[config.mk]
export PLATFORM = sky130hd
export DESIGN_NAME = soft_power_button_latch_controller_unit
export DESIGN_NICKNAME = d
export VERILOG_FILES = /design/src/design/spblc_pkg.sv /design/src/design/spblc_cfg.sv /design/src/design/spblc_step.sv /design/src/design/soft_power_button_latch_controller_unit.sv
export SDC_FILE = /design/constraint.sdc
export NUM_CORES = 1
export LEC_CHECK = 0
export ABC_AREA = 1
export BUFFER_PORTS_ARGS = -buffer_cell sky130_fd_sc_hd__buf_2
export CAP_MARGIN = 0
export CORE_MARGIN = 2
export CORE_UTILIZATION = 40
export DETAILED_ROUTE_END_ITERATION = 12
export PLACE_DENSITY = 0.64
export SKIP_CTS_REPAIR_TIMING = 1
export SYNTH_ARGS = -nofsm -noshare
export SYNTH_HDL_FRONTEND = slang
export SYNTH_HIERARCHICAL = 1
export SYNTH_SLANG_ARGS = --single-unit
export TNS_END_PERCENT = 30
[constraint.sdc]
create_clock -name i_clk -period 3.82 [get_ports i_clk]
set_input_delay 0.382 -clock i_clk [delete_from_list [all_inputs] [get_ports i_clk]]
set_output_delay 0.382 -clock i_clk [all_outputs]
set_load 0.1 [all_outputs]
[src/design/spblc_pkg.sv]
// ----------------------------------------------------------------------------
// Soft-power latch controller package
// Shared types, register indexes, cause codes and reset values.
// ----------------------------------------------------------------------------
package spblc_pkg;

    // Timestamp arithmetic width: differences wrap modulo 2^TIME_BITS.
    localparam int TIME_BITS = 32;
    localparam int NOW_BITS  = 32;
    localparam int CFG_IDX_BITS = 3;
    localparam int CFG_DATA_BITS = 16;

    typedef logic [TIME_BITS-1:0] t_time;

    // Configuration register indexes
    localparam logic [CFG_IDX_BITS-1:0] CFG_HOLD_TIME     = 3'd0;
    localparam logic [CFG_IDX_BITS-1:0] CFG_CHECK_PERIOD  = 3'd1;
    localparam logic [CFG_IDX_BITS-1:0] CFG_LOW_BATTERY   = 3'd2;
    localparam logic [CFG_IDX_BITS-1:0] CFG_LOW_LIMIT     = 3'd3;
    localparam logic [CFG_IDX_BITS-1:0] CFG_START_LATCHED = 3'd4;

    // Shutdown cause codes
    localparam logic [1:0] CAUSE_NONE    = 2'd0;
    localparam logic [1:0] CAUSE_BUTTON  = 2'd1;
    localparam logic [1:0] CAUSE_BATTERY = 2'd2;

    // Register reset values
    localparam logic [15:0] RST_HOLD_TIME    = 16'd2000;
    localparam logic [15:0] RST_CHECK_PERIOD = 16'd10000;
    localparam logic [15:0] RST_LOW_BATTERY  = 16'd3200;
    localparam logic [3:0]  RST_LOW_LIMIT    = 4'd3;

    localparam logic [3:0]  LOW_COUNT_MAX    = 4'hF;

    typedef struct packed {
        logic [15:0] hold_time_ms;
        logic [15:0] check_period_ms;
        logic [15:0] low_battery_mv;
        logic [3:0]  low_check_limit;
        logic        start_latched;
    } t_cfg;

    // Write strobe for the boot latch level, which also loads the latch
    typedef struct packed {
        logic wr;
        logic value;
    } t_latch_wr;

    typedef struct packed {
        logic        latched;
        logic        release_seen;
        logic        shutdown_done;
        t_time       press_start_ms;
        t_time       last_check_ms;
        logic [3:0]  low_count;
    } t_state;

    typedef struct packed {
        logic [NOW_BITS-1:0] now_ms;
        logic                button_pressed;
        logic                battery_present;
        logic                usb_present;
        logic [15:0]         battery_mv;
    } t_item;

    typedef struct packed {
        logic       latch_on;
        logic       latched_now;
        logic       shutdown_now;
        logic [1:0] shutdown_cause;
    } t_result;

endpackage

[src/design/spblc_cfg.sv]
// ----------------------------------------------------------------------------
// Soft-power latch controller configuration registers
// Holds the five control registers and flags writes of the boot latch level.
// ----------------------------------------------------------------------------
module spblc_cfg
    import spblc_pkg::*;
(
    input  logic                     i_clk,
    input  logic                     i_rst_n,
    input  logic                     i_wr,
    input  logic [CFG_IDX_BITS-1:0]  i_index,
    input  logic [CFG_DATA_BITS-1:0] i_data,
    output t_cfg                     o_cfg,
    output t_latch_wr                o_latch_wr
);

    t_cfg r_cfg;

    always_ff @(posedge i_clk) begin
        if (!i_rst_n) begin
            r_cfg.hold_time_ms    <= RST_HOLD_TIME;
            r_cfg.check_period_ms <= RST_CHECK_PERIOD;
            r_cfg.low_battery_mv  <= RST_LOW_BATTERY;
            r_cfg.low_check_limit <= RST_LOW_LIMIT;
            r_cfg.start_latched   <= 1'b0;
        end else if (i_wr) begin
            unique case (i_index)
                CFG_HOLD_TIME:     r_cfg.hold_time_ms    <= i_data;
                CFG_CHECK_PERIOD:  r_cfg.check_period_ms <= i_data;
                CFG_LOW_BATTERY:   r_cfg.low_battery_mv  <= i_data;
                CFG_LOW_LIMIT:     r_cfg.low_check_limit <= i_data[3:0];
                CFG_START_LATCHED: r_cfg.start_latched   <= i_data[0];
                default: ;
            endcase
        end
    end

    assign o_cfg            = r_cfg;
    assign o_latch_wr.wr    = i_wr && (i_index == CFG_START_LATCHED);
    assign o_latch_wr.value = i_data[0];

endmodule

[src/design/spblc_step.sv]
// ----------------------------------------------------------------------------
// Soft-power latch controller tick logic
// Computes the next controller state and the result for one poll tick.
// ----------------------------------------------------------------------------
module spblc_step
    import spblc_pkg::*;
(
    input  t_cfg    i_cfg,
    input  t_state  i_state,
    input  t_item   i_item,
    output t_state  o_state,
    output t_result o_result
);

    always_comb begin
        t_state      s;
        t_result     res;
        t_time       now;
        t_time       press_diff;
        t_time       check_diff;
        logic        batt_low;
        logic [3:0]  cnt;

        s          = i_state;
        res        = '0;
        now        = t_time'(i_item.now_ms);
        press_diff = now - i_state.press_start_ms;
        check_diff = now - i_state.last_check_ms;
        batt_low   = i_item.battery_present && !i_item.usb_present &&
                     (i_item.battery_mv != 16'd0) &&
                     (i_item.battery_mv < i_cfg.low_battery_mv);
        cnt        = (i_state.low_count != LOW_COUNT_MAX) ?
                     i_state.low_count + 4'd1 : i_state.low_count;

        // Button: a zero start time means no press is being timed
        if (!s.shutdown_done) begin
            if (i_item.button_pressed) begin
                if (i_state.press_start_ms == '0) begin
                    s.press_start_ms = now;
                end else if (press_diff >= t_time'(i_cfg.hold_time_ms)) begin
                    if (!i_state.latched) begin
                        s.latched       = 1'b1;
                        s.release_seen  = 1'b0;
                        res.latched_now = 1'b1;
                    end else if (i_state.release_seen) begin
                        s.shutdown_done    = 1'b1;
                        s.latched          = 1'b0;
                        res.shutdown_now   = 1'b1;
                        res.shutdown_cause = CAUSE_BUTTON;
                    end
                    s.press_start_ms = '0;
                end
            end else begin
                s.release_seen   = 1'b1;
                s.press_start_ms = '0;
            end
        end

        // Battery check, skipped once the unit has shut down
        if (!s.shutdown_done && (check_diff >= t_time'(i_cfg.check_period_ms))) begin
            s.last_check_ms = now;
            if (batt_low) begin
                s.low_count = cnt;
                if (cnt >= i_cfg.low_check_limit) begin
                    s.shutdown_done    = 1'b1;
                    s.latched          = 1'b0;
                    res.shutdown_now   = 1'b1;
                    res.shutdown_cause = CAUSE_BATTERY;
                end
            end else begin
                s.low_count = 4'd0;
            end
        end

        res.latch_on = s.latched;
        o_state      = s;
        o_result     = res;
    end

endmodule

[src/design/soft_power_button_latch_controller_unit.sv]
// ----------------------------------------------------------------------------
// Soft-power button latch controller
// Times button holds to latch power on or request shutdown, and cuts power
// after repeated low battery checks. One result per poll tick.
// ----------------------------------------------------------------------------
//
//  Channel  | Handshake                   | Payload
//  ---------+-----------------------------+----------------------------------
//  in       | i_in_valid / o_in_stall     | now_ms, button, battery, usb, mV
//  out      | o_out_valid / i_out_stall   | latch_on, latched_now, shutdown
//  cfg      | i_cfg_valid / o_cfg_ready   | i_cfg_index, i_cfg_data
//
//  Pipeline: two-stage path, input register then result register; a tick's
//  result is registered when it moves on from the input register, and one
//  tick is taken per cycle as long as the output side keeps draining.
//  State updates in the cycle a tick moves from the input register to the
//  result register, so ticks see the effects of all earlier ticks.
//  Reset (synchronous, active low) loads register defaults and clears state.
//  An output stall holds the result register and, once the input register
//  is full as well, raises o_in_stall. Configuration writes never stall.
// ----------------------------------------------------------------------------
module soft_power_button_latch_controller_unit
    import spblc_pkg::*;
(
    input  logic                     i_clk,
    input  logic                     i_rst_n,
    // tick input
    input  logic                     i_in_valid,
    output logic                     o_in_stall,
    input  logic [NOW_BITS-1:0]      i_now_ms,
    input  logic                     i_button_pressed,
    input  logic                     i_battery_present,
    input  logic                     i_usb_present,
    input  logic [15:0]              i_battery_mv,
    // result output
    output logic                     o_out_valid,
    input  logic                     i_out_stall,
    output logic                     o_latch_on,
    output logic                     o_latched_now,
    output logic                     o_shutdown_now,
    output logic [1:0]               o_shutdown_cause,
    // configuration writes
    input  logic                     i_cfg_valid,
    output logic                     o_cfg_ready,
    input  logic [CFG_IDX_BITS-1:0]  i_cfg_index,
    input  logic [CFG_DATA_BITS-1:0] i_cfg_data
);

    t_cfg      cfg;
    t_latch_wr latch_wr;

    logic    r_in_valid;
    t_item   r_in_item;
    t_state  r_state;
    t_state  n_state;
    logic    r_out_valid;
    t_result r_out_res;
    t_result n_out_res;

    logic    out_free;
    logic    advance;
    logic    in_take;

    // Registers always accept writes; software must write only while idle, which the block does not enforce
    assign o_cfg_ready = 1'b1;

    spblc_cfg u_cfg (
        .i_clk      (i_clk),
        .i_rst_n    (i_rst_n),
        .i_wr       (i_cfg_valid),
        .i_index    (i_cfg_index),
        .i_data     (i_cfg_data),
        .o_cfg      (cfg),
        .o_latch_wr (latch_wr)
    );

    // Result register is free when empty or being drained this cycle
    assign out_free   = !r_out_valid || !i_out_stall;
    assign advance    = r_in_valid && out_free;
    // Input register frees up when empty or when its tick advances
    assign o_in_stall = r_in_valid && !out_free;
    assign in_take    = i_in_valid && !o_in_stall;

    spblc_step u_step (
        .i_cfg    (cfg),
        .i_state  (r_state),
        .i_item   (r_in_item),
        .o_state  (n_state),
        .o_result (n_out_res)
    );

    // Control state and valid flags
    always_ff @(posedge i_clk) begin
        if (!i_rst_n) begin
            r_in_valid  <= 1'b0;
            r_out_valid <= 1'b0;
            r_state     <= '0;
        end else begin
            if (in_take) begin
                r_in_valid <= 1'b1;
            end else if (advance) begin
                r_in_valid <= 1'b0;
            end

            if (advance) begin
                r_out_valid <= 1'b1;
            end else if (!i_out_stall) begin
                r_out_valid <= 1'b0;
            end

            // Load the boot level into the latch unless already shut down or a tick advances
            if (advance) begin
                r_state <= n_state;
            end else if (latch_wr.wr && !r_state.shutdown_done) begin
                r_state.latched <= latch_wr.value;
            end
        end
    end

    // Payload registers: capture on transfer, hold otherwise
    always_ff @(posedge i_clk) begin
        if (in_take) begin
            r_in_item.now_ms          <= i_now_ms;
            r_in_item.button_pressed  <= i_button_pressed;
            r_in_item.battery_present <= i_battery_present;
            r_in_item.usb_present     <= i_usb_present;
            r_in_item.battery_mv      <= i_battery_mv;
        end
        if (advance) begin
            r_out_res <= n_out_res;
        end
    end

    assign o_out_valid      = r_out_valid;
    assign o_latch_on       = r_out_res.latch_on;
    assign o_latched_now    = r_out_res.latched_now;
    assign o_shutdown_now   = r_out_res.shutdown_now;
    assign o_shutdown_cause = r_out_res.shutdown_cause;

endmodule

==> results.py, run 1 <==
metrics = {
    "drt": {
        "routed_wl_um": 43600,
        "drt_iter0_drc": 1230,
        "firstDrtPassIters": 6,
        "wl_per_cell_um": 15.4,
        "ant_nets": 0,
        "dr_total_vias": 14522,
        "drc_errors": 0,
        "viasPerCell": 5.11,
    },
    "sta": {
        "max-slew-margin-rel_pct": 21.9,
        "skew_ns": 0.0117,
        "worst_hold_slack_ns": 0.110,
        "setup_viol": 0,
        "rsz0062_at_grt": "true",
        "finalCritPeriodShare_pct": 96.5,
        "final_max_slew_viol_count": 0,
        "max_freq_mhz": 271,
        "worst_pin_slew_ns": 1.17,
        "fin_ws_ns": 0.135,
        "period_minus_slack_ns": 3.68,
        "fin_tns_setup_ns": 0,
        "hold_viol": 0,
    },
    "place": {
        "gp_congestion": 0.963,
        "dp_cells": 2787,
        "portBuffers": 81,
        "dp_hpwl_um": 33400,
        "preCtsSetupSlack_ns": 0.000114,
        "postPlaceCellArea_um2": 15100,
    },
    "clocking": {
        "clk_path_buf_depth": 2,
        "tritoncts": "built",
        "cts_buffers": 17,
        "clk_latency_ns": 0.45,
        "clock_tree.root_cell": "clkbuf_16",
        "clock_sinks": 181,
        "clkSlewWorstSetupHoldPaths_ns": 0.07,
        "cts_max_level": 4,
    },
    "floorplanning": {
        "die_x_um": 193,
        "boundaryPins": 83,
        "initial_core_util_pct": 40.3,
        "dieArea_um2": 37100,
        "die_h_um": 193,
        "core-area_um2": 35300,
        "num_rows": 69,
    },
    "pwr": {
        "finalPower_mw": 5.73,
        "power_leakage_nw": 8.09,
        "ir_drop_v": 0.000337,
        "power.density_nw_per_um2": 351,
    },
    "logic_synthesis": {
        "synth_nets": 2463,
        "netlist_instances": 2272,
        "synth_area_per_cell_um2": 6.26,
        "ys_warn_count": 6,
        "mappedNetlistArea_um2": 14200,
    },
    "worst_setup_path": {
        "required_ns": 4.19,
        "end_kind": "flop",
        "path_max_fanout": 7,
        "crit_path_start_kind": "flop",
        "arrival_ns": 4.05,
        "crit_type": "reg2reg",
    },
    "cells_and_area": {
        "area_growth_pct": 14.9,
        "final_area_um2": 16400,
        "drive_gt1_share_pct": 11.2,
        "fillCellCount": 3558,
        "n_antenna_cell": 0,
        "stdcell_count": 2840,
        "final_core_util_pct": 46.3,
        "nNetsFinal": 2557,
    },
    "outcome": {
        "status": "finished clean",
    },
    "worst_hold_path": {
        "hp-class": "in2reg",
    },
    "global_routing": {
        "gr-total-overflow": 0,
        "grt_max_degree": 100,
        "grtUsageTotal_pct": 23.4,
        "antenna_found_initial": 0,
        "grt_pass1_vias": 13222,
        "grt_pass1_wl_um": 68100,
    },
    "flow_run": {
        "drv_cap": 0,
    },
}
## cell usage in the layout (no fill, tap or decap), types with 3 or more instances in the layout
cell type / count
nand2_1: 686
inv_1: 357
nor2_1: 326
o21ai_0: 148
dfxtp_1: 125
nand3_1: 107
ha_1: 88
buf_2: 80
a21oi_1: 68
edfxtp_1: 56
buf_4: 55
nand4_1: 53
xor2_1: 28
ha_4: 25
clkbuf_16: 21
inv_2: 16
nor2_2: 14
nand2_2: 13
nor3_1: 12
nor4_1: 11
clkbuf_1: 8
o21bai_1: 7
nand3b_1: 6
a21oi_2: 6
nand3_2: 5
buf_6: 5
o21ai_1: 4
nor2_4: 4
xnor2_1: 4
o211ai_1: 3
o22ai_1: 3
## layer usage
| metal | share of wire [%] | up-vias | GRT usage (%) | routed length (um) |
|---|---|---|---|---|
| met5 | 0 | - | 0 | 0 |
| met4 | 2.9 | 0 | 7.78 | 1260 |
| met3 | 5.6 | 78 | 2.49 | 2430 |
| met2 | 46 | 465 | 37.4 | 19900 |
| met1 | 46 | 6639 | 32.8 | 20000 |
| li1 | - | 7340 | - | - |
## critical path, cell delays in order, from the launching register on
cell	delay [ns]
edfxtp_1	0.42
inv_2	0.11
ha_1	0.14
inv_1	0.07
fa_2	0.39
nand3_2	0.08
nand3_2	0.06
buf_4	0.15
nand2_1	0.06
nand2_1	0.11
xor2_1	0.17
ha_1	0.19
a21oi_1	0.19
o21ai_0	0.14
a221oi_2	0.32
nand4_2	0.25
nand3_4	0.21
clkbuf_16	0.18
nand2_1	0.05
nand2_1	0.05
o21ai_0	0.10
nor2_1	0.17
## flip-flops by register name, indices dropped and copies added, names as in the netlist
name and flops:
r_state 71, o_latch_on 1, o_shutdown_now 1, o_shutdown_cause 2, r_in_item 51, o_latched_now 1
r_in_valid 1, o_out_valid 1, u_cfg/o_cfg 52
## path summary, 6_finish.rpt
path                                        from              to  slack [ns]  cells past startpoint
worst max-delay path               r_in_item[19]     r_state[16]        0.14                     21
worst min-delay path            i_battery_mv[10]   r_in_item[10]        0.11                      1
worst max register to register     r_in_item[19]     r_state[16]        0.14                     21
worst min register to register    u_cfg/o_cfg[2]  u_cfg/o_cfg[2]        0.47                      2
## cell type report
type | instances | area, um2 | share of cell area [%]
Clock inverter | 4 | 36.3 | 0.222
Inverter | 374 | 1410 | 8.61
Clock buffer | 28 | 519 | 3.17
Sequential cell | 181 | 4180 | 25.6
Timing Repair Buffer | 144 | 960 | 5.87
Multi-Input combinational cell | 1648 | 8670 | 53.0
Tap cell | 461 | 577 | 3.53
## power by group
group | internal, mW | total, mW | switching, mW
clock network | 0.938 | 1.71 | 0.775
logic | 0.680 | 1.83 | 1.15
registers | 2.10 | 2.19 | 0.0958
No activity file was read; power rests on OpenSTA's default activity.
==> run 2, diff against run 1 <==
--- a/config.mk
+++ b/config.mk
@@ -6,12 +6,12 @@
 export NUM_CORES = 1
 export LEC_CHECK = 0
 export ABC_AREA = 1
-export BUFFER_PORTS_ARGS = -buffer_cell sky130_fd_sc_hd__buf_2
+export BUFFER_PORTS_ARGS = -buffer_cell sky130_fd_sc_hd__clkbuf_2
 export CAP_MARGIN = 0
+export CORE_ASPECT_RATIO = 0.5
 export CORE_MARGIN = 2
 export CORE_UTILIZATION = 40
 export DETAILED_ROUTE_END_ITERATION = 12
-export PLACE_DENSITY = 0.64
 export SKIP_CTS_REPAIR_TIMING = 1
 export SYNTH_ARGS = -nofsm -noshare
 export SYNTH_HDL_FRONTEND = slang
==> run 2 against run 1 <==
Net effect:
- critical path depth increased by 6
- combinational power up 11%
- die area is 0.25% higher
- non-clock buffer count up 52
- via count about the same
- final cell count grew 2.3%
- first-iteration DRC count up 6.1%
- total power rose by 6.8%
==> results.py, run 2 (synthesis gave the netlist of run 1 again) <==
metrics = {
    "outcome": {
        "status": "finished clean",
    },
    "cells_and_area": {
        "drive_gt1_share_pct": 16.3,
        "final_area_um2": 17100,
        "area_growth_pct": 20.3,
        "stdcell_count": 2906,
        "largest_register": "r_state",
        "final_core_util_pct": 49.3,
        "final_common_cell": "nand2_1",
        "n_antenna_cell": 0,
        "nNetsFinal": 2609,
        "layout_common_cells": "nand2_1 (645), inv_1 (350), nor2_1 (320)",
        "largest_reg_flops": 71,
    },
    "clocking": {
        "cts_max_level": 4,
        "cts_buffers": 17,
        "clk_latency_ns": 0.46,
        "clk_path_buf_depth": 2,
        "clock_sinks": 181,
        "clkSlewWorstSetupHoldPaths_ns": 0.09,
        "tritoncts": "built",
        "clock_tree.root_cell": "clkbuf_16",
    },
    "worst_setup_path": {
        "path_max_fanout": 7,
        "required_ns": 4.17,
        "slowest_delay_ns": 0.40,
        "crit_path_start_kind": "flop",
        "worst-path-buf-inv": 5,
        "end_kind": "flop",
        "crit_path_frequent_cell": "nand2_1",
        "crit_path_top_delay_cell": "fa_2",
        "cp_top_family": "simple AND/OR/NAND/NOR gates",
        "crit_type": "reg2reg",
        "arrival_ns": 4.09,
    },
    "global_routing": {
        "grt_pass1_wl_um": 67500,
        "grtUsageTotal_pct": 23.2,
        "gr-total-overflow": 0,
        "antenna_found_initial": 0,
        "grt_max_degree": 75,
        "grt_pass1_vias": 12645,
    },
    "sta": {
        "worst_hold_slack_ns": 0.0864,
        "max-slew-margin-rel_pct": 47.9,
        "worst_pin_slew_ns": 0.781,
        "fin_ws_ns": 0.0793,
        "hold_viol": 0,
        "period_minus_slack_ns": 3.74,
        "skew_ns": 0.0224,
        "final_max_slew_viol_count": 0,
        "max_freq_mhz": 267,
        "rsz0062_at_grt": "true",
        "setup_viol": 0,
        "finalCritPeriodShare_pct": 97.9,
    },
    "pwr": {
        "power.density_nw_per_um2": 358,
        "seq_power_share_pct": 35.7,
        "comb_power_share_pct": 33.3,
        "ir_drop_v": 0.000262,
        "p_int_mw": 3.83,
        "p_sw_mw": 2.29,
        "swShare_pct": 37.4,
        "power_leakage_nw": 8.47,
        "p_clk_share_pct": 31.0,
    },
    "drt": {
        "viasPerCell": 4.99,
        "drc_errors": 0,
        "routed_wl_um": 44600,
        "wl_per_cell_um": 15.4,
        "ant_nets": 0,
        "drt_iter0_drc": 1305,
        "firstDrtPassIters": 6,
        "dr_total_vias": 14512,
    },
    "place": {
        "dp_cells": 2844,
        "postPlaceCellArea_um2": 15500,
        "gp_congestion": 0.976,
        "preCtsSetupSlack_ns": 0.0522,
        "dp_hpwl_um": 33000,
        "portBuffers": 81,
    },
    "floorplanning": {
        "die_x_um": 271,
        "initial_core_util_pct": 40.9,
        "dieArea_um2": 37200,
        "core-area_um2": 34800,
        "die_h_um": 137,
        "boundaryPins": 83,
        "num_rows": 48,
    },
    "worst_hold_path": {
        "hp-class": "in2reg",
    },
    "flow_run": {
        "drv_cap": 0,
    },
}
==> run 2: cell types whose count changed in the layout (fill, tap and decap cells not counted), moves of 27 or more <==
cell and delta:
buf_2 -80, clkbuf_2 +80, nand2_1 -41, buf_4 +43, nand2_2 +33, o21ai_0 -27
==> run 2: worst register-to-register path, delay by kind of cell, from the launching register on <==
family / cells / cell delay (ns)
AND/OR/NAND/NOR: 16 / 1.28
adder cells (fa/ha/maj): 3 / 0.85
buffers and inverters: 5 / 0.59
flip-flops: 1 / 0.35
AO/OA/AOI/OAI: 2 / 0.32
XOR/XNOR: 1 / 0.24
==> run 2: layout make-up <==
cell class,count,area (um2)
clock buffer,17,425
clock inverter,15,201
fill,3600,17600
inverter,374,1410
timing repair buffer,196,1400
tap,475,594
multi-input combinational,1648,8920
sequential,181,4180
==> run 2: power groups by stage <==
| stage | Sequential (mW) | Combinational [mW] | Clock (mW) |
|---|---|---|---|
| 2_1_floorplan | 2.22 | 1.20 | 0 |
| 3_3_place_gp | 2.23 | 1.75 | 0 |
| 3_5_place_dp | 2.23 | 1.75 | 0 |
| 4_1_cts | 2.18 | 1.77 | 1.93 |
| 5_1_grt | 2.20 | 2.28 | 2.02 |
| 6_report | 2.19 | 2.04 | 1.90 |
==> run 2: per-stage QoR <==
step,setup TNS [ns],total power [mW]
detailed placement,0,3.98
global placement,0,3.97
CTS,0,5.88
global route,-5.09,6.49
finish,0,6.12
floorplan,0,3.42
==> run 2: final timing paths <==
check | startpoint | to | slack, ns | cells after the start
setup reg to reg | r_in_item[19] | r_state[34] | 0.08 | 27
setup / recovery | r_in_item[19] | r_state[34] | 0.08 | 27
hold / removal | i_battery_mv[9] | r_in_item[9] | 0.09 | 1
hold reg to reg | u_cfg/o_cfg[2] | u_cfg/o_cfg[2] | 0.47 | 2
==> run 2: per-layer routing <==
metal | global-route usage [%] | up-vias | part of all wire [%]
li1 | - | 7436 | -
met1 | 33.8 | 6566 | 49
met2 | 34.8 | 470 | 42
met3 | 4.90 | 40 | 7.7
met4 | 5.16 | 0 | 1.4
met5 | 0 | - | 0
